### src/sv/dearr_pkg.sv
package dearr_pkg;

  localparam int DEF_DEPTH     = 64;
  localparam int DEF_WORD_BITS = 32;

  localparam int OP_BITS     = 3;
  localparam int VALUE_BITS  = 32;
  localparam int INDEX_BITS  = 6;
  localparam int POS_BITS    = 7;
  localparam int COUNT_BITS  = 7;
  localparam int STATUS_BITS = 2;

  localparam logic [OP_BITS-1:0] OP_PUSH_BACK  = 3'd0;
  localparam logic [OP_BITS-1:0] OP_POP_BACK   = 3'd1;
  localparam logic [OP_BITS-1:0] OP_PUSH_FRONT = 3'd2;
  localparam logic [OP_BITS-1:0] OP_POP_FRONT  = 3'd3;
  localparam logic [OP_BITS-1:0] OP_READ       = 3'd4;
  localparam logic [OP_BITS-1:0] OP_WRITE      = 3'd5;
  localparam logic [OP_BITS-1:0] OP_FIND       = 3'd6;

  localparam logic [STATUS_BITS-1:0] ST_OK    = 2'd0;
  localparam logic [STATUS_BITS-1:0] ST_FULL  = 2'd1;
  localparam logic [STATUS_BITS-1:0] ST_EMPTY = 2'd2;
  localparam logic [STATUS_BITS-1:0] ST_RANGE = 2'd3;

  localparam logic [POS_BITS-1:0] POS_NONE = '1;

endpackage

### src/sv/double_ended_array_with_search.sv
// Ordered list of up to DEPTH signed words held as a ring in one synchronous RAM, so pushes
// and pops at either end move a head pointer instead of the entries. One transaction is
// accepted when start is high and busy is low; its single result appears on the out_ ports
// for exactly one cycle with out_valid high and must be taken then, since the receiver
// cannot stall the block. Push, pop and write leave busy low and may follow back to back;
// a read passes through the S_READ state to wait for the RAM read data; find walks the list
// one entry per cycle through the RAM read port and keeps busy high until a match is found
// or the last entry is compared. Rejected operations change nothing and report a status code.
module double_ended_array_with_search #(
  parameter int DEPTH     = dearr_pkg::DEF_DEPTH,
  parameter int WORD_BITS = dearr_pkg::DEF_WORD_BITS
) (
  input  logic                                 clk,
  input  logic                                 rst_n,
  input  logic                                 start,
  output logic                                 busy,
  input  logic [dearr_pkg::OP_BITS-1:0]        in_operation,
  input  logic signed [dearr_pkg::VALUE_BITS-1:0] in_value,
  input  logic [dearr_pkg::INDEX_BITS-1:0]     in_index,
  output logic                                 out_valid,
  output logic signed [dearr_pkg::VALUE_BITS-1:0] out_read_data,
  output logic signed [dearr_pkg::POS_BITS-1:0] out_found_position,
  output logic [dearr_pkg::COUNT_BITS-1:0]     out_count,
  output logic [dearr_pkg::STATUS_BITS-1:0]    out_status
);

  import dearr_pkg::*;

  localparam int AW   = $clog2(DEPTH);
  localparam int CW   = $clog2(DEPTH + 1);
  localparam int CMPW = (CW > INDEX_BITS) ? CW : INDEX_BITS;

  localparam logic [AW:0]   DEPTH_A = (AW + 1)'(DEPTH);
  localparam logic [AW-1:0] LAST_A  = AW'(DEPTH - 1);
  localparam logic [CW-1:0] DEPTH_C = CW'(DEPTH);

  localparam logic [1:0] S_IDLE = 2'd0;
  localparam logic [1:0] S_READ = 2'd1;
  localparam logic [1:0] S_FIND = 2'd2;

  logic [1:0]           state_r, state_nxt;
  logic [AW-1:0]        head_r, head_nxt;
  logic [CW-1:0]        cnt_r, cnt_nxt;
  logic [CW-1:0]        scan_r, scan_nxt;
  logic                 cmp_vld_r, cmp_vld_nxt;
  logic [CW-1:0]        cmp_idx_r, cmp_idx_nxt;
  logic [WORD_BITS-1:0] val_r, val_nxt;

  logic                    out_valid_r, out_valid_nxt;
  logic [VALUE_BITS-1:0]   out_rd_r, out_rd_nxt;
  logic [POS_BITS-1:0]     out_pos_r, out_pos_nxt;
  logic [COUNT_BITS-1:0]   out_cnt_r, out_cnt_nxt;
  logic [STATUS_BITS-1:0]  out_st_r, out_st_nxt;

  logic                 mem_we;
  logic [AW-1:0]        mem_waddr;
  logic [WORD_BITS-1:0] mem_wdata;
  logic [AW-1:0]        mem_raddr;
  logic [WORD_BITS-1:0] mem_rdata;

  logic                 accept;
  logic [WORD_BITS-1:0] in_word;
  logic                 is_full;
  logic                 is_empty;
  logic                 idx_bad;
  logic signed [WORD_BITS-1:0] rdata_s;

  // Logical position counted from the front mapped onto the ring.
  function automatic logic [AW-1:0] phys(input logic [AW-1:0] head, input logic [AW-1:0] lg);
    logic [AW:0] sum;
    sum = {1'b0, head} + {1'b0, lg};
    if (sum >= DEPTH_A) begin
      sum = sum - DEPTH_A;
    end
    return sum[AW-1:0];
  endfunction

  dearr_mem #(
    .DEPTH     (DEPTH),
    .WORD_BITS (WORD_BITS),
    .AW        (AW)
  ) u_mem (
    .clk   (clk),
    .we    (mem_we),
    .waddr (mem_waddr),
    .wdata (mem_wdata),
    .raddr (mem_raddr),
    .rdata (mem_rdata)
  );

  assign busy     = (state_r != S_IDLE);
  assign accept   = start && !busy;
  assign in_word  = WORD_BITS'(in_value);
  assign is_full  = (cnt_r == DEPTH_C);
  assign is_empty = (cnt_r == '0);
  assign idx_bad  = (CMPW'(in_index) >= CMPW'(cnt_r));
  assign rdata_s  = mem_rdata;

  always_comb begin
    state_nxt   = state_r;
    head_nxt    = head_r;
    cnt_nxt     = cnt_r;
    scan_nxt    = scan_r;
    cmp_vld_nxt = cmp_vld_r;
    cmp_idx_nxt = cmp_idx_r;
    val_nxt     = val_r;

    out_valid_nxt = 1'b0;
    out_rd_nxt    = out_rd_r;
    out_pos_nxt   = out_pos_r;
    out_cnt_nxt   = out_cnt_r;
    out_st_nxt    = out_st_r;

    mem_we    = 1'b0;
    mem_waddr = phys(head_r, AW'(cnt_r));
    mem_wdata = in_word;
    mem_raddr = phys(head_r, AW'(in_index));

    unique case (state_r)
      S_IDLE: begin
        if (accept) begin
          out_rd_nxt  = '0;
          out_pos_nxt = '0;
          out_st_nxt  = ST_OK;
          case (in_operation)
            OP_PUSH_BACK: begin
              if (is_full) begin
                out_st_nxt = ST_FULL;
              end else begin
                mem_we  = 1'b1;
                cnt_nxt = cnt_r + 1'b1;
              end
            end
            OP_POP_BACK: begin
              if (is_empty) begin
                out_st_nxt = ST_EMPTY;
              end else begin
                cnt_nxt = cnt_r - 1'b1;
              end
            end
            OP_PUSH_FRONT: begin
              if (is_full) begin
                out_st_nxt = ST_FULL;
              end else begin
                head_nxt  = (head_r == '0) ? LAST_A : head_r - 1'b1;
                mem_we    = 1'b1;
                mem_waddr = head_nxt;
                cnt_nxt   = cnt_r + 1'b1;
              end
            end
            OP_POP_FRONT: begin
              if (is_empty) begin
                out_st_nxt = ST_EMPTY;
              end else begin
                head_nxt = (head_r == LAST_A) ? '0 : head_r + 1'b1;
                cnt_nxt  = cnt_r - 1'b1;
              end
            end
            OP_READ: begin
              if (idx_bad) begin
                out_st_nxt = ST_RANGE;
              end else begin
                state_nxt = S_READ;
              end
            end
            OP_WRITE: begin
              if (idx_bad) begin
                out_st_nxt = ST_RANGE;
              end else begin
                mem_we    = 1'b1;
                mem_waddr = phys(head_r, AW'(in_index));
              end
            end
            OP_FIND: begin
              state_nxt   = S_FIND;
              val_nxt     = in_word;
              scan_nxt    = '0;
              cmp_vld_nxt = 1'b0;
            end
            default: begin
            end
          endcase
          out_cnt_nxt = COUNT_BITS'(cnt_nxt);
          // Read and find report once their RAM accesses are done.
          out_valid_nxt = (state_nxt == S_IDLE);
        end
      end
      S_READ: begin
        out_valid_nxt = 1'b1;
        out_rd_nxt    = VALUE_BITS'(rdata_s);
        state_nxt     = S_IDLE;
      end
      S_FIND: begin
        // Reads are issued one entry ahead of the compare.
        mem_raddr = phys(head_r, AW'(scan_r));
        if (cmp_vld_r && (mem_rdata == val_r)) begin
          out_valid_nxt = 1'b1;
          out_pos_nxt   = POS_BITS'(cmp_idx_r);
          cmp_vld_nxt   = 1'b0;
          state_nxt     = S_IDLE;
        end else if (scan_r < cnt_r) begin
          cmp_vld_nxt = 1'b1;
          cmp_idx_nxt = scan_r;
          scan_nxt    = scan_r + 1'b1;
        end else if (cmp_vld_r) begin
          cmp_vld_nxt = 1'b0;
        end else begin
          out_valid_nxt = 1'b1;
          out_pos_nxt   = POS_NONE;
          state_nxt     = S_IDLE;
        end
      end
      default: begin
        state_nxt = S_IDLE;
      end
    endcase
  end

  always_ff @(posedge clk) begin
    if (!rst_n) begin
      state_r     <= S_IDLE;
      head_r      <= '0;
      cnt_r       <= '0;
      scan_r      <= '0;
      cmp_vld_r   <= 1'b0;
      out_valid_r <= 1'b0;
    end else begin
      state_r     <= state_nxt;
      head_r      <= head_nxt;
      cnt_r       <= cnt_nxt;
      scan_r      <= scan_nxt;
      cmp_vld_r   <= cmp_vld_nxt;
      out_valid_r <= out_valid_nxt;
    end
  end

  always_ff @(posedge clk) begin
    cmp_idx_r <= cmp_idx_nxt;
    val_r     <= val_nxt;
    out_rd_r  <= out_rd_nxt;
    out_pos_r <= out_pos_nxt;
    out_cnt_r <= out_cnt_nxt;
    out_st_r  <= out_st_nxt;
  end

  assign out_valid          = out_valid_r;
  assign out_read_data      = out_rd_r;
  assign out_found_position = out_pos_r;
  assign out_count          = out_cnt_r;
  assign out_status         = out_st_r;

endmodule

### src/sv/dearr_mem.sv
module dearr_mem #(
  parameter int DEPTH     = dearr_pkg::DEF_DEPTH,
  parameter int WORD_BITS = dearr_pkg::DEF_WORD_BITS,
  parameter int AW        = $clog2(DEPTH)
) (
  input  logic                 clk,
  input  logic                 we,
  input  logic [AW-1:0]        waddr,
  input  logic [WORD_BITS-1:0] wdata,
  input  logic [AW-1:0]        raddr,
  output logic [WORD_BITS-1:0] rdata
);

  logic [WORD_BITS-1:0] mem [DEPTH];
  logic [WORD_BITS-1:0] rdata_r;

  always_ff @(posedge clk) begin
    if (we) begin
      mem[waddr] <= wdata;
    end
  end

  always_ff @(posedge clk) begin
    rdata_r <= mem[raddr];
  end

  assign rdata = rdata_r;

endmodule
### config.mk
export PLATFORM = sky130hd
export DESIGN_NAME = double_ended_array_with_search
export DESIGN_NICKNAME = d
export VERILOG_FILES = /design/src/sv/dearr_pkg.sv /design/src/sv/double_ended_array_with_search.sv /design/src/sv/dearr_mem.sv
export SDC_FILE = /design/constraint.sdc
export NUM_CORES = 2
export LEC_CHECK = 0
export ABC_CLOCK_PERIOD_IN_PS = 12200
export BUFFER_PORTS_ARGS = -buffer_cell sky130_fd_sc_hd__buf_4
export CAP_MARGIN = 20
export CELL_PAD_IN_SITES_DETAIL_PLACEMENT = 0
export CELL_PAD_IN_SITES_GLOBAL_PLACEMENT = 1
export CORE_ASPECT_RATIO = 1.25
export CORE_MARGIN = 2
export CORE_UTILIZATION = 45
export CTS_CLUSTER_DIAMETER = 100
export DETAILED_ROUTE_END_ITERATION = 6
export PLACE_DENSITY = 0.75
export REMOVE_ABC_BUFFERS = 1
export SYNTH_ARGS = -nofsm -noshare
export SYNTH_HDL_FRONTEND = slang
export SYNTH_SLANG_ARGS = --single-unit
export TNS_END_PERCENT = 5
### constraint.sdc
create_clock -name clk -period 12.2 [get_ports clk]
set_clock_uncertainty 0.1 [all_clocks]
set_input_delay 2.44 -clock clk [delete_from_list [all_inputs] [get_ports clk]]
set_output_delay 2.44 -clock clk [all_outputs]
set_load 0.05 [all_outputs]
==> metrics.txt <==
critical path, cell by cell=buf_4, ha_1, inv_1, fa_1, a21o_4, buf_4, buf_12, nor2_4, buf_12, a32oi_1, nand3_1, a211oi_1, a311oi_1, a21oi_1; Tightest Pin Transition=around 1400 ps; Worst Path Max Fanout=about 150; Detail Route Antenna Nets=0; TritonCTS clock tree=built; Reg power frac=between 40% and 50%; dpl cells=roughly 8700; Row Count=180; Die W=397 um; drt pass-1 iters=5; worst skew pair latency=slightly below 900 ps; Internal Pwr Total=12.6 mW; CTS root buf=clkbuf_16; RSZ-0062 raised after global routing=no; WP data required=12880 ps; sequential cell area=0.0652 mm^2; die height=about 500 um; via count=~54000; Area Growth Syn to Fin=11.9%; Clock Sinks=about 2200; clk slew on worst S/H paths=60 ps; clock power share=a little over a third; initial antenna violation count=9; Die ar.=0.197 mm^2; hold_buf cts=0; fin worst setup slack=roughly 5200 ps; Fmax achieved=144 MHz; cell family with the largest share of critical-path delay=compound AO/OA/AOI/OAI gates; fill count=16100; CP Launch Type=input port; Syn Inst Count=between 6000 and 7000; Main synth FF type=edfxtp_1; Setup-failing EPs final=0; share of layout cells above drive strength 1=under 10%; initial core utilization=45.2%; Hold WC Path Type=register to register; syn_area_per_cell=between 10 and 15 um^2; routed len/inst=27.4 um; Leakage=about 33 nW; TritonCTS Buffers=between 200 and 250; HPWL after DPL=125000 um; Yosys reg bits=2191; Yosys cell types=slightly below 70; CP Buf/Inv Count=5; postcts setup bufs=0; Hold Fails Final Rpt=0; PD cells=179 mW/mm^2; routed wire length=around 250000 um; PortBufs=93; H-tree levels=4; Pins Over Slew Limit=0; Top Ports=94; VDD IR-drop max=~180 uV; global-route wire length before repair=between 300000 and 400000 um; GRT Residual Overflow=0; YS warnings=0; largest net degree at the start of global routing=~170; gp weighted congestion=between 0.8 and 0.9; slowest stage delay, CP=approximately 1100 ps; Setup WS pre-CTS=around 4500 ps; Sw Share=around 28%; final period utilization=57.1%; Slowest cell on crit path=a211oi_1; Max-Cap Viols=0; switching power=~4.9 mW; Seq/Total Area, Yosys=approximately three quarters; CP Data Arrival Time=about 7600 ps; crit path kind=input port to register; Synth async-reset ratio=0%; DR DRC count=0; clock tree buffer depth=3; worst hold slack=394 ps; Synth Cell Area=around 0.087 mm^2; Final Critical Period=~7000 ps; Crit. End Element=register; area occupied by multi-input gates=approximately 0.020 mm^2; Post-layout nets=roughly 6400; initial DRC count=~6000; combinational share of power=15.2%; number of flops mapped to enable cells by yosys=2135; Via density=between 5 and 6; Slew headroom=slightly below 9%; core area=0.192 mm^2; Total GRT Usage=around a quarter; vias in the first global route=roughly 53000; # resized after CTS=0; status=finished, final reports clean; Layout Cells excl Fill=slightly above 9000
==> worst reg2reg max path, cell delays in order, from the launching register on <==
cell	delay, ps
dfxtp_1	740
inv_1	250
fa_1	690
a21o_4	390
buf_4	540
buf_12	510
nor2_4	170
buf_12	340
a32oi_1	440
nand3_1	100
a211oi_1	1070
a311oi_1	410
a21oi_1	280
==> stage by stage <==
step	util, %	instance area (um^2)	setup TNS (ps)	power, mW
3_5_place_dp	47.1	90700	0	11.3
6_report	50.6	97300	0	17.4
5_1_grt	50.6	97300	0	17.9
3_3_place_gp	47.0	90500	0	11.2
4_1_cts	50.6	97300	0	17.5
2_1_floorplan	-	85000	-355960	10.7
==> cell families (layout without fill, tap and decap cells) <==
logic type,count (synthesis),count (layout),synth area share (%)
xor+xnor,51,51,0.514
mux,145,145,1.67
buf+inv,448,645,2.36
flops,2191,2191,75.0
simple gates,2458,2458,11.9
compound gates,978,978,7.95
fa+ha+maj,36,36,0.544
other cells,0,10,0
==> registers in the layout (all words and copies together), names as in the netlist <==
| register | cells |
|---|---|
| out_valid | 1 |
| cmp_vld_r | 1 |
| val_r | 32 |
| out_found_position | 7 |
| state_r | 2 |
| out_read_data | 32 |
| out_status | 2 |
| u_mem.mem | 2048 |
| scan_r | 7 |
| out_count | 7 |
| head_r | 6 |
| cmp_idx_r | 7 |
| cnt_r | 7 |
| u_mem.rdata | 32 |
==> cell usage in the layout, fill, tap and decap left out, drive strengths merged, types with 13 or more instances in the layout <==
cell | Yosys | layout
a311o | 31 | 31
nand3 | 622 | 622
edfxtp | 2135 | 2135
a211oi | 67 | 67
buf | 243 | 230
mux2i | 144 | 144
a21oi | 317 | 317
ha | 33 | 33
dfxtp | 56 | 56
a221oi | 68 | 68
and2 | 38 | 38
a311oi | 64 | 64
nor2 | 126 | 126
o21ai | 23 | 23
inv | 24 | 34
a32oi | 130 | 130
clkinv | 0 | 86
a211o | 62 | 62
xor2 | 41 | 41
bufinv | 0 | 13
nand2 | 1576 | 1576
clkbuf | 181 | 272
and3 | 36 | 36
a22oi | 62 | 62
a31oi | 101 | 101
==> synth_stat cells, drive strengths merged (3+ instances only) <==
library cell | instances | area, um^2
xor2 | 41 | 359
a221o | 4 | 40.0
o21ai | 23 | 115
a21oi | 317 | 1610
a22oi | 62 | 465
nor2 | 126 | 483
and3 | 36 | 225
a31oi | 101 | 632
fa | 3 | 60.1
nor3b | 3 | 27.5
nand2 | 1576 | 5930
edfxtp | 2135 | 64100
inv | 24 | 90.1
or2 | 7 | 43.8
a311o | 31 | 310
nand4 | 8 | 50.1
a311oi | 64 | 561
xnor2 | 10 | 87.6
a211oi | 67 | 503
o311ai | 5 | 43.8
a32oi | 130 | 1140
clkbuf | 181 | 679
a21o | 10 | 75.1
nor3 | 10 | 55.1
a221oi | 68 | 596
a211o | 62 | 543
o22ai | 7 | 43.8
nand2b | 4 | 25.0
buf | 243 | 1280
nor2b | 9 | 58.8
nor4 | 9 | 56.3
and2 | 38 | 238
o22a | 4 | 35.0
o31ai | 6 | 45.0
dfxtp | 56 | 1120
mux2i | 144 | 1440
nand3 | 622 | 3110
ha | 33 | 413
==> final timing paths <==
path / from / slack [ps] / end / cells after the start
worst min-delay path: cmp_vld_r / 390 / cmp_vld_r / 2
worst min register to register: cmp_vld_r / 390 / cmp_vld_r / 2
worst max register to register: head_r[1] / 6080 / u_mem.rdata[3] / 12
worst max-delay path: in_index[0] / 5240 / u_mem.rdata[3] / 14
==> power groups by stage <==
stage	clock network [mW]	registers (mW)	logic (mW)
2_1_floorplan	0	8.62	2.08
3_3_place_gp	0	8.67	2.55
3_5_place_dp	0	8.66	2.61
4_1_cts	6.34	8.51	2.61
5_1_grt	6.62	8.51	2.80
6_report	6.27	8.51	2.64
==> per-layer routing <==
metal	share of wire, %	track usage (%)	up-vias
met5	0	0	-
met4	4.9	11.4	0
met3	7.2	2.89	449
met2	49	42.0	2513
met1	39	32.4	27600
li1	-	-	23800
==> final cells by class <==
class	count	area share [%]
clock inverter	119	1.13
inverter	24	0.0926
multi-input combinational	3668	20.8
sequential	2191	67.0
timing repair buffer	233	1.99
clock buffer	269	5.66
antenna	10	0.0257
tap	2548	3.28
(Power assumes the default switching activity.)
